## config.mk

```make
export PLATFORM = sky130hd
export DESIGN_NAME = vumlbl_merge
export DESIGN_NICKNAME = d
export VERILOG_FILES = /design/src/vumlbl_pkg.sv /design/src/vumlbl_merge.sv
export SDC_FILE = /design/constraint.sdc
export NUM_CORES = 2
export LEC_CHECK = 0
export ABC_AREA = 1
export BUFFER_PORTS_ARGS = -buffer_cell sky130_fd_sc_hd__buf_2
export CAP_MARGIN = 10
export CELL_PAD_IN_SITES_DETAIL_PLACEMENT = 0
export CELL_PAD_IN_SITES_GLOBAL_PLACEMENT = 1
export CORE_MARGIN = 2
export CORE_UTILIZATION = 42
export CTS_CLUSTER_DIAMETER = 150
export DETAILED_ROUTE_END_ITERATION = 8
export PLACE_DENSITY = 0.83
export SYNTH_ARGS = -nofsm -noshare
export SYNTH_HDL_FRONTEND = slang
export SYNTH_SLANG_ARGS = --single-unit
```

## constraint.sdc

```tcl
create_clock -name clk -period 8.3 [get_ports clk]
set_input_delay 1.245 -clock clk [delete_from_list [all_inputs] [get_ports clk]]
set_output_delay 1.245 -clock clk [all_outputs]
set_load 0.005 [all_outputs]
```

## src/vumlbl_pkg.sv

```systemverilog
// Shared types and constants for the VU meter level tracker.
// No dependencies; imported by every module of the block.
package vumlbl_pkg;

  // LED strip geometry
  localparam int LED_COUNT = 64;
  localparam int HALF_LEDS = LED_COUNT / 2;
  localparam int LEN_W     = 6;

  // Fixed-point constants (Q16.16 levels, Q10.14 bar tracks)
  localparam logic [31:0] FULL_SCALE   = 32'd32768000;  // 500.0
  localparam logic [15:0] DECAY_MUL    = 16'd64225;     // 0.98
  localparam logic [8:0]  LEVEL_SCALE  = 9'd500;
  localparam logic [8:0]  AVG_IN_MUL   = 9'd393;        // 0.006
  localparam logic [16:0] AVG_KEEP_MUL = 17'd130286;    // 2 * 0.994
  localparam logic [16:0] CURVE_L_MAX  = 17'd128000;
  localparam logic [20:0] MAXL_RECIP   = 21'd1677722;   // ceil(2^23 / 5), exact below 2^20
  localparam logic [3:0]  MAXL_MUL     = 4'd9;
  localparam int          TRACK_FRAC   = 14;
  localparam logic [15:0] RAINBOW_STEP = 16'd51;
  localparam logic [15:0] BAR_HUE_STEP = 16'd77;

  // Display modes
  localparam logic [1:0] MODE_BLANK   = 2'd0;
  localparam logic [1:0] MODE_RAINBOW = 2'd1;
  localparam logic [1:0] MODE_BARS    = 2'd2;

  // Register indexes
  typedef enum logic [2:0] {
    REG_NOISE_FLOOR = 3'd0,
    REG_INPUT_GAIN  = 3'd1,
    REG_REFERENCE   = 3'd2,
    REG_TIMEOUT     = 3'd3,
    REG_MIN_DRAW    = 3'd4,
    REG_RISE_RATE   = 3'd5,
    REG_FALL_RATE   = 3'd6,
    REG_MONO_MODE   = 3'd7
  } reg_idx_t;

  typedef struct packed {
    logic [15:0] noise_floor;
    logic [7:0]  input_gain;
    logic [15:0] reference_level;
    logic [15:0] stream_timeout_ms;
    logic [15:0] min_draw_level;
    logic [7:0]  rise_rate;
    logic [7:0]  fall_rate;
    logic        mono_mode;
  } cfg_t;

  // Per-channel lane status towards the top level
  typedef struct packed {
    logic        done;
    logic [31:0] held;
    logic [31:0] smoothed;
  } lane_out_t;

  typedef struct packed {
    logic [1:0]       display_mode;
    logic [LEN_W-1:0] right_bar_length;
    logic [LEN_W-1:0] left_bar_length;
    logic [7:0]       bar_hue;
    logic [7:0]       rainbow_hue;
    logic [7:0]       peak_norm;
  } result_t;

  typedef struct packed {
    logic    done;
    result_t res;
  } merge_out_t;

endpackage

```

## src/vumlbl_merge.sv

```systemverilog
// Merging stage: slow average, dynamic maximum, bar targets and tracks,
// level norm and hue accumulators, with one shared serial divider. Uses vumlbl_pkg.
module vumlbl_merge import vumlbl_pkg::*; (
  input  logic        clk,
  input  logic        rst_n,
  input  logic        start,
  input  logic [31:0] s_right,
  input  logic [31:0] s_left,
  input  cfg_t        cfg,
  output merge_out_t  merge_o
);

  typedef enum logic [6:0] {
    M_IDLE   = 7'b0000001,
    M_SUM    = 7'b0000010,
    M_MAXL   = 7'b0000100,
    M_DIVSET = 7'b0001000,
    M_DIV    = 7'b0010000,
    M_POST   = 7'b0100000,
    M_FIN    = 7'b1000000
  } merge_state_t;

  typedef enum logic [1:0] {
    DIV_LEN_R = 2'd0,
    DIV_LEN_L = 2'd1,
    DIV_NORM  = 2'd2
  } div_sel_t;

  merge_state_t state_r, state_nxt;
  logic        done_r, done_nxt;
  logic [31:0] avg_r, avg_nxt;
  logic [23:0] trk_right_r, trk_right_nxt;
  logic [23:0] trk_left_r, trk_left_nxt;
  logic [15:0] hue_r, hue_nxt;
  logic [15:0] rainbow_r, rainbow_nxt;

  logic [41:0] p_in_r, p_in_nxt;
  logic [48:0] p_keep_r, p_keep_nxt;
  div_sel_t    sel_r, sel_nxt;
  logic [39:0] rem_r, rem_nxt;
  logic [56:0] dv_r, dv_nxt;
  logic [23:0] q_r, q_nxt;
  logic [4:0]  cnt_r, cnt_nxt;
  logic [17:0] maxl_r, maxl_nxt;
  logic [5:0]  len_right_r, len_right_nxt;
  logic [5:0]  len_left_r, len_left_nxt;
  logic [7:0]  norm_r, norm_nxt;
  result_t     res_r, res_nxt;

  logic [49:0] acc;
  logic [31:0] mx;
  logic [39:0] dividend;
  logic [33:0] divisor;
  logic        ge;
  logic [31:0] thr;
  logic        low;
  logic [35:0] avg_x9;
  logic [40:0] maxl_prod;
  logic [17:0] maxl_q;

  // Bar track follows its target length with separate rise and fall rates
  function automatic logic [23:0] track_step(input logic [23:0] tr, input logic [5:0] len,
                                             input logic [7:0] rise, input logic [7:0] fall);
    logic [23:0] tgt;
    logic [23:0] d;
    logic [31:0] step;
    tgt = 24'({len, 14'd0});
    if (tgt > tr) begin
      d    = tgt - tr;
      step = (32'(d) * 32'(rise) + 32'd255) >> 8;
      track_step = tr + step[23:0];
    end else begin
      d    = tr - tgt;
      step = (32'(d) * 32'(fall) + 32'd255) >> 8;
      track_step = tr - step[23:0];
    end
  endfunction

  assign acc = 50'(p_in_r) + 50'(p_keep_r);
  assign mx  = (s_right > s_left) ? s_right : s_left;
  assign ge  = {17'd0, rem_r} >= dv_r;
  assign thr = 32'({cfg.min_draw_level, 8'd0});
  assign low = (s_right < thr) && (s_left < thr);

  // Dynamic maximum: floor(avg * 9 / 65536) / 5 by reciprocal multiply
  assign avg_x9    = 36'(avg_r) * 36'(MAXL_MUL);
  assign maxl_prod = 41'(avg_x9[35:16]) * 41'(MAXL_RECIP);
  assign maxl_q    = maxl_prod[40:23];

  // Divider operand select
  always_comb begin
    unique case (sel_r)
      DIV_LEN_R: begin
        dividend = 40'(s_right) * 40'(HALF_LEDS);
        divisor  = {maxl_r, 16'd0};
      end
      DIV_LEN_L: begin
        dividend = 40'(s_left) * 40'(HALF_LEDS);
        divisor  = {maxl_r, 16'd0};
      end
      DIV_NORM: begin
        dividend = {mx, 8'd0};
        divisor  = {maxl_r, 16'd0};
      end
      default: begin
        dividend = '0;
        divisor  = '0;
      end
    endcase
  end

  // Sequencer
  always_comb begin
    state_nxt     = state_r;
    done_nxt      = 1'b0;
    avg_nxt       = avg_r;
    trk_right_nxt = trk_right_r;
    trk_left_nxt  = trk_left_r;
    hue_nxt       = hue_r;
    rainbow_nxt   = rainbow_r;
    p_in_nxt      = p_in_r;
    p_keep_nxt    = p_keep_r;
    sel_nxt       = sel_r;
    rem_nxt       = rem_r;
    dv_nxt        = dv_r;
    q_nxt         = q_r;
    cnt_nxt       = cnt_r;
    maxl_nxt      = maxl_r;
    len_right_nxt = len_right_r;
    len_left_nxt  = len_left_r;
    norm_nxt      = norm_r;
    res_nxt       = res_r;
    unique case (state_r)
      M_IDLE: begin
        if (start) begin
          p_in_nxt   = (42'(s_right) + 42'(s_left)) * 42'(AVG_IN_MUL);
          p_keep_nxt = 49'(avg_r) * 49'(AVG_KEEP_MUL);
          state_nxt  = M_SUM;
        end
      end
      M_SUM: begin
        avg_nxt   = acc[48:17];
        state_nxt = M_MAXL;
      end
      M_MAXL: begin
        maxl_nxt  = (maxl_q == 18'd0) ? 18'd1 : maxl_q;
        sel_nxt   = DIV_LEN_R;
        state_nxt = M_DIVSET;
      end
      M_DIVSET: begin
        rem_nxt   = dividend;
        dv_nxt    = {divisor, 23'd0};
        q_nxt     = '0;
        cnt_nxt   = 5'd23;
        state_nxt = M_DIV;
      end
      M_DIV: begin
        if (ge) rem_nxt = rem_r - dv_r[39:0];
        q_nxt   = {q_r[22:0], ge};
        dv_nxt  = dv_r >> 1;
        cnt_nxt = cnt_r - 5'd1;
        if (cnt_r == 5'd0) state_nxt = M_POST;
      end
      M_POST: begin
        unique case (sel_r)
          DIV_LEN_R: len_right_nxt = (q_r > 24'(HALF_LEDS)) ? 6'(HALF_LEDS) : q_r[5:0];
          DIV_LEN_L: len_left_nxt = (q_r > 24'(HALF_LEDS)) ? 6'(HALF_LEDS) : q_r[5:0];
          DIV_NORM:  norm_nxt = (q_r > 24'd255) ? 8'd255 : q_r[7:0];
          default:   ;
        endcase
        if (sel_r == DIV_NORM) begin
          state_nxt = M_FIN;
        end else begin
          sel_nxt   = div_sel_t'(sel_r + 2'd1);
          state_nxt = M_DIVSET;
        end
      end
      M_FIN: begin
        trk_right_nxt = track_step(trk_right_r, len_right_r, cfg.rise_rate, cfg.fall_rate);
        trk_left_nxt  = track_step(trk_left_r, len_left_r, cfg.rise_rate, cfg.fall_rate);
        if (low) begin
          rainbow_nxt = rainbow_r + RAINBOW_STEP;
          res_nxt.display_mode = MODE_RAINBOW;
        end else begin
          hue_nxt = hue_r + BAR_HUE_STEP + {7'd0, norm_r, 1'b0};
          res_nxt.display_mode = MODE_BARS;
        end
        res_nxt.right_bar_length = trk_right_nxt[TRACK_FRAC +: LEN_W];
        res_nxt.left_bar_length  = trk_left_nxt[TRACK_FRAC +: LEN_W];
        res_nxt.bar_hue          = hue_nxt[15:8];
        res_nxt.rainbow_hue      = rainbow_nxt[15:8];
        res_nxt.peak_norm        = norm_r;
        done_nxt  = 1'b1;
        state_nxt = M_IDLE;
      end
      default: state_nxt = M_IDLE;
    endcase
  end

  // Control and tracker state
  always_ff @(posedge clk) begin
    if (!rst_n) begin
      state_r     <= M_IDLE;
      done_r      <= 1'b0;
      avg_r       <= 32'd50 << 16;
      trk_right_r <= '0;
      trk_left_r  <= '0;
      hue_r       <= '0;
      rainbow_r   <= '0;
    end else begin
      state_r     <= state_nxt;
      done_r      <= done_nxt;
      avg_r       <= avg_nxt;
      trk_right_r <= trk_right_nxt;
      trk_left_r  <= trk_left_nxt;
      hue_r       <= hue_nxt;
      rainbow_r   <= rainbow_nxt;
    end
  end

  // Working registers
  always_ff @(posedge clk) begin
    p_in_r      <= p_in_nxt;
    p_keep_r    <= p_keep_nxt;
    sel_r       <= sel_nxt;
    rem_r       <= rem_nxt;
    dv_r        <= dv_nxt;
    q_r         <= q_nxt;
    cnt_r       <= cnt_nxt;
    maxl_r      <= maxl_nxt;
    len_right_r <= len_right_nxt;
    len_left_r  <= len_left_nxt;
    norm_r      <= norm_nxt;
    res_r       <= res_nxt;
  end

  assign merge_o.done = done_r;
  assign merge_o.res  = res_r;

endmodule

```

Word-level counts from Yosys, hierarchy flattened
Cells that the tools add are included. W data, S select, Z words.

Register bits after elaboration: 414. Input port bits: 156. Output and inout bits: 39. Word-level logic and storage cells: 113.

Add/sub/neg operators: 20. Multiply operators: 8. Order comparisons: 8. Eq/ne operators: 13. Mux-type cells: 21. Bitwise logic cells: 1. Reductions and logical operators: 16.

Operator list (count): $add A32 B8 Y32 const B (4); $mul A24 B8 Y32 (4); $pmux W40 S3 (1); $pmux W57 S2 (1); $pmux W40 S2 (1); $lt A32 B24 Y1 (2); $ge A40 B57 Y1 (1); $add A42 B49 Y49 (1); $add A24 B24 Y24 (2); $gt A20 B24 Y1 (2); $mul A32 B16 Y48 const B (1); $mux W24 (2); $pmux W24 S2 (1); $sub A20 B24 Y24 (2); $sub A24 B20 Y24 (2); $sub A24 B24 Y24 (2); $mul A33 B9 Y42 const B (1); $pmux W7 S6 (1); $mul A20 B20 Y40 const B (1); $mux W40 (1); $sub A40 B40 Y40 (1); $mul A32 B4 Y36 const B (1); $mux W34 (1); $add A32 B32 Y33 (1); 34 further kinds (50).

Depth between registers and ports, before layout
Depth after elaboration: 5. Mapped depth: 57. Gate-level depth less buffers: 56.

Worst setup path after synthesis
OpenSTA, ideal clock, no wires.

Kind: register to register. From: register avg_r[13]. To: register maxl_r[0], data pin. Library setup time: 0.252 ns. Arrival time: 7.651 ns. Data required time: 8.048 ns. Slack: 0.397 ns. Stages on the path, launching flop included: 43. Buffers on the path: 0. Clock period less this slack: 7.903 ns. Path through: dfxtp_1 > ha_1 > ha_1 > nand2_1 > inv_1 > nand2_1 > nand2_1 > a21oi_1 > nand2_1 > a21boi_2 > o21ai_2 > a21boi_1 > o21ai_0 > a21boi_1 > o21ai_1 > nand2_1 > nand3_1 > nand2_1 > [7 not listed] > fa_1 > fa_1 > fa_1 > ha_1 > a21oi_1 > o21ai_0 > a21oi_1 > nand2_1 > a221oi_1 > nand2_1 > nand2_1 > nand2_1 > nand3_1 > nor2_1 > nand2_1 > nor2_1 > nand2_1 > nand2_1.

Word-level cells in the longest chain between the ends: 3.

RTL lines: start, declared (RTL line vumlbl_merge.sv:31) `logic [31:0] avg_r, avg_nxt;`; start signal, assigned (RTL line vumlbl_merge.sv:205) `avg_r <= 32'd50 << 16;`; start signal, assigned (RTL line vumlbl_merge.sv:213) `avg_r <= avg_nxt;`; $mul A32 B4 Y36 * (RTL line vumlbl_merge.sv:86) `assign avg_x9 = 36'(avg_r) * 36'(MAXL_MUL);`; $mul A20 B20 Y40 * (RTL line vumlbl_merge.sv:87) `assign maxl_prod = 41'(avg_x9[35:16]) * 41'(MAXL_RECIP);`; $logic_not A18 Y1 (RTL line vumlbl_merge.sv:146) `maxl_nxt = (maxl_q == 18'd0) ? 18'd1 : maxl_q;`; end signal, assigned (RTL line vumlbl_merge.sv:230) `maxl_r <= maxl_nxt;`; end, declared (RTL line vumlbl_merge.sv:44) `logic [17:0] maxl_r, maxl_nxt;`.

Mark *: on every way between the ends. The rest lies on a longest branch, timed or not. A chain may end at the register's enable or synchronous reset.

Final worst setup path
From: register trk_left_r[1]. To: register trk_left_r[23].

Word-level cells in the longest chain between the ends: 5. Elaborated cells on any way between the ends: 10. Those cells by class: add/sub: 6; mul: 2; order compare: 1; mux: 1.

RTL lines: start, declared (RTL line vumlbl_merge.sv:33) `logic [23:0] trk_left_r, trk_left_nxt;`; start signal, assigned (RTL line vumlbl_merge.sv:215) `trk_left_r <= trk_left_nxt;`; $sub A24 B20 Y24 or $sub A20 B24 Y24 (tied branches) (RTL line vumlbl_merge.sv:73, vumlbl_merge.sv:69); $mul A24 B8 Y32 (on tied branches) (RTL line vumlbl_merge.sv:74, vumlbl_merge.sv:70); $add A32 B8 Y32 (on tied branches) (RTL line vumlbl_merge.sv:74, vumlbl_merge.sv:70); $sub A24 B24 Y24 or $add A24 B24 Y24 (tied branches) (RTL line vumlbl_merge.sv:75, vumlbl_merge.sv:71); $mux W24 * (RTL line vumlbl_merge.sv:68) `if (tgt > tr) begin`.

Marked as above.

==> impl_results.md <==
- Core box area: about 190000 um2
- Syn Nets: 12700
- Die area: just under 200000 um2
- Final min period: 8.14 ns
- Switching share of power: 51.2%
- Sequential share of power: between 10% and 20%
- Dpl ws: -0.198 ns
- Synth area leaders: fa_1 25%, ha_1 17%, inv_1 12%
- EDFF count, synth: 293
- Max frequency: 123 MHz
- IO Pins: 195
- Synth area leader: fa_1
- Hold Fails Final Rpt: 0
- Max Slew Vio Count: 0
- GRT Overall Usage: around a quarter
- Slowest CP cell: fa_1
- Total number of vias: 70300
- Final Util: 49.8%
- Initial DRC Count: between 4000 and 5000
- Residual DRC: 0
- Reg2reg start: trk_left_r[1]$_SDFFE_PN0P_
- Ys Warns: 0
- CTS Sinks: 413
- Final period utilization: 98.0%
- Std-Cell Rows: 160
- Hold Buf Count CTS: 0
- Status: finished clean
- Crit-path leading delay family: simple AND/OR/NAND/NOR gates
- TritonCTS buffer count: 53
- P_int: 13.3 mW
- Comb power frac: around 80%
- Critical path class: flip-flop to flip-flop
- Drt via density: 5.09
- Worst hold path class: flip-flop to flip-flop
- Worst slew pin tran: about 1.1 ns
- Crit path buf inv count: 12
- Post-synth top cells: 2487 x inv_1, 1784 x nand2_1, 1072 x ha_1, 1055 x nor2_1, 1008 x fa_1
- Synth cell types: 73
- Seq/Total Area, Yosys: between 10 and 15%
- Synth Register Bits: 413
- CTS tree: built
- CP Max Fanout: 5
- Most common cell in the netlist: inv_1
- Synthesized instance count: 10500
- Ys flop type: edfxtp_1
- Worst Clk Skew: 0.0366 ns
- Initial antenna violation count: 2
- Slew HR: roughly 28%
- Mapped Area: 80500 um2
- WL final: 237000 um
- Setup TNS: 0 ns
- Synth top area share: between 20 and 30%
- Layout cells sized above 1: 15.6%
- Final setup vio count: 0
- Largest net degree at the start of global routing: 69
- CTS root buf: clkbuf_16
- WL/cell: about 17 um
- Hold Crit Start: hue_r[0]$_SDFFE_PN0P_
- Area Overhead vs Synth: 17.8%
- Async SR Flop Fraction: 0%
- MaxCap Viol Count: 0
- Starting density of the core: a little over two fifths
- PnR worst setup slack: 0.162 ns
- Critical Path RT: 8.90 ns
- Worst setup SP type: flip-flop
- Critical Path End Type: flip-flop
- Maximum buffer depth of the clock tree: 3
- Switch Pwr: 14.0 mW
- GPL Wtd Cong: 0.952
- Largest stage delay on the critical path: between 0.5 and 0.6 ns
- Global-route wire length before repair: between 300000 and 400000 um
- Clock-pin slew on the worst setup and hold paths: 0.06 ns
- Drt pass-1 iters: 6
- H-tree Lvls: 2
- Lkg Pwr: 50.6 nW
- Clock power frac: between 9 and 10%
- RSZ-0062 raised after global routing: yes
- Syn Area/Cell: 7.69 um2
- Data arrival, critical path: 8.73 ns
- Die Ht: 442 um
- Critical Path Source: trk_left_r[1]$_SDFFE_PN0P_
- Die Wd: 442 um
- Nets: 13500
- Post-route ant nets: 0
- Port Buf Inserts: between 100 and 150
- Dpl hpwl: about 200000 um
- Later-pin clock latency in the skew report: slightly above 0.7 ns
- Power per cell area: 287 nW/um2
- Peak supply drop: 0.000737 V
- Number of global-route vias before repair: 70000
- Overflow after GRT: 0
==> worst paths after layout <==
path                                 end  depth (start not counted)  slack, ns
max reg2reg  trk_left_r[23]$_SDFFE_PN0P_                         53       0.16
min                hue_r[0]$_SDFFE_PN0P_                          1       0.46
min reg2reg        hue_r[0]$_SDFFE_PN0P_                          1       0.46
max          trk_left_r[23]$_SDFFE_PN0P_                         53       0.16
==> per-layer routing <==
metal	part of all wire [%]	GRT usage, %	vias up
met3	4.7	2.35	309
li1	-	-	34200
met1	45	32.9	34100
met5	0	0	-
met4	3.7	7.69	0
met2	47	39.4	1680
==> logic make-up after synthesis <==
group / count (synthesis) / synth area share, %
AND/OR/NAND/NOR: 3433 / 17.7
buffers and inverters: 2717 / 12.7
adder cells (fa/ha/maj): 2080 / 41.7
AO/OA/AOI/OAI: 1502 / 10.3
flip-flops: 413 / 13.9
XOR/XNOR: 325 / 3.64
==> sequential cells by signal (all words and copies together) (netlist names), 8 cells and up <==
| signal | cells |
|---|---|
| merge_o | 38 |
| norm_r | 8 |
| q_r | 24 |
| p_keep_r | 48 |
| maxl_r | 18 |
| p_in_r | 41 |
| avg_r | 32 |
| trk_left_r | 24 |
| rainbow_r | 16 |
| trk_right_r | 24 |
| rem_r | 40 |
| hue_r | 16 |
| dv_r | 57 |
==> power groups by stage <==
stage | Combinational, mW | Sequential (mW) | Clock [mW]
floorplan | 12.6 | 3.06 | 0
global placement | 18.8 | 3.10 | 0
detailed placement | 18.9 | 3.10 | 0
CTS | 19.1 | 3.06 | 2.57
global route | 24.3 | 3.07 | 2.63
finish | 21.7 | 3.06 | 2.50
==> layout by cell type, fill, tap and decap left out, types with 207 or more instances in the layout <==
master / n
inv_1: 2449
edfxtp_1: 293
nor2_1: 962
buf_4: 756
o21ai_0: 435
a21oi_1: 611
nand2_1: 1664
nand3_1: 207
fa_1: 1001
ha_1: 978
==> area by class of cell <==
class	instances	area [um2]
clock buffers	62	1380
clock inverters	37	430
flip-flops and latches	413	11200
diodes	2	5.00
fillers	18400	95500
well taps	2511	3140
repair buffers	930	6930
multi-input cells	7340	62300
inverters	2517	9460
==> through the flow <==
stage                     std cells  power (mW)  cell area (um2)  hold slack, ns
after floorplan               10500        15.6            80500           0.426
after global placement        13600        21.9            89000           0.447
after CTS                     13700        24.8            91100           0.466
after global routing          13800        30.0            94900           0.479
final                         13800        27.3            94900           0.463
after detailed placement      13600        22.0            89000           0.458
==> repair_timing <==
action	CTS	global route
endpoints found under the setup margin	19	53
buffers inserted	3	87
pin swaps	6	260
resized for setup	49	721
Note: power is estimated with default switching activity, not from simulation.
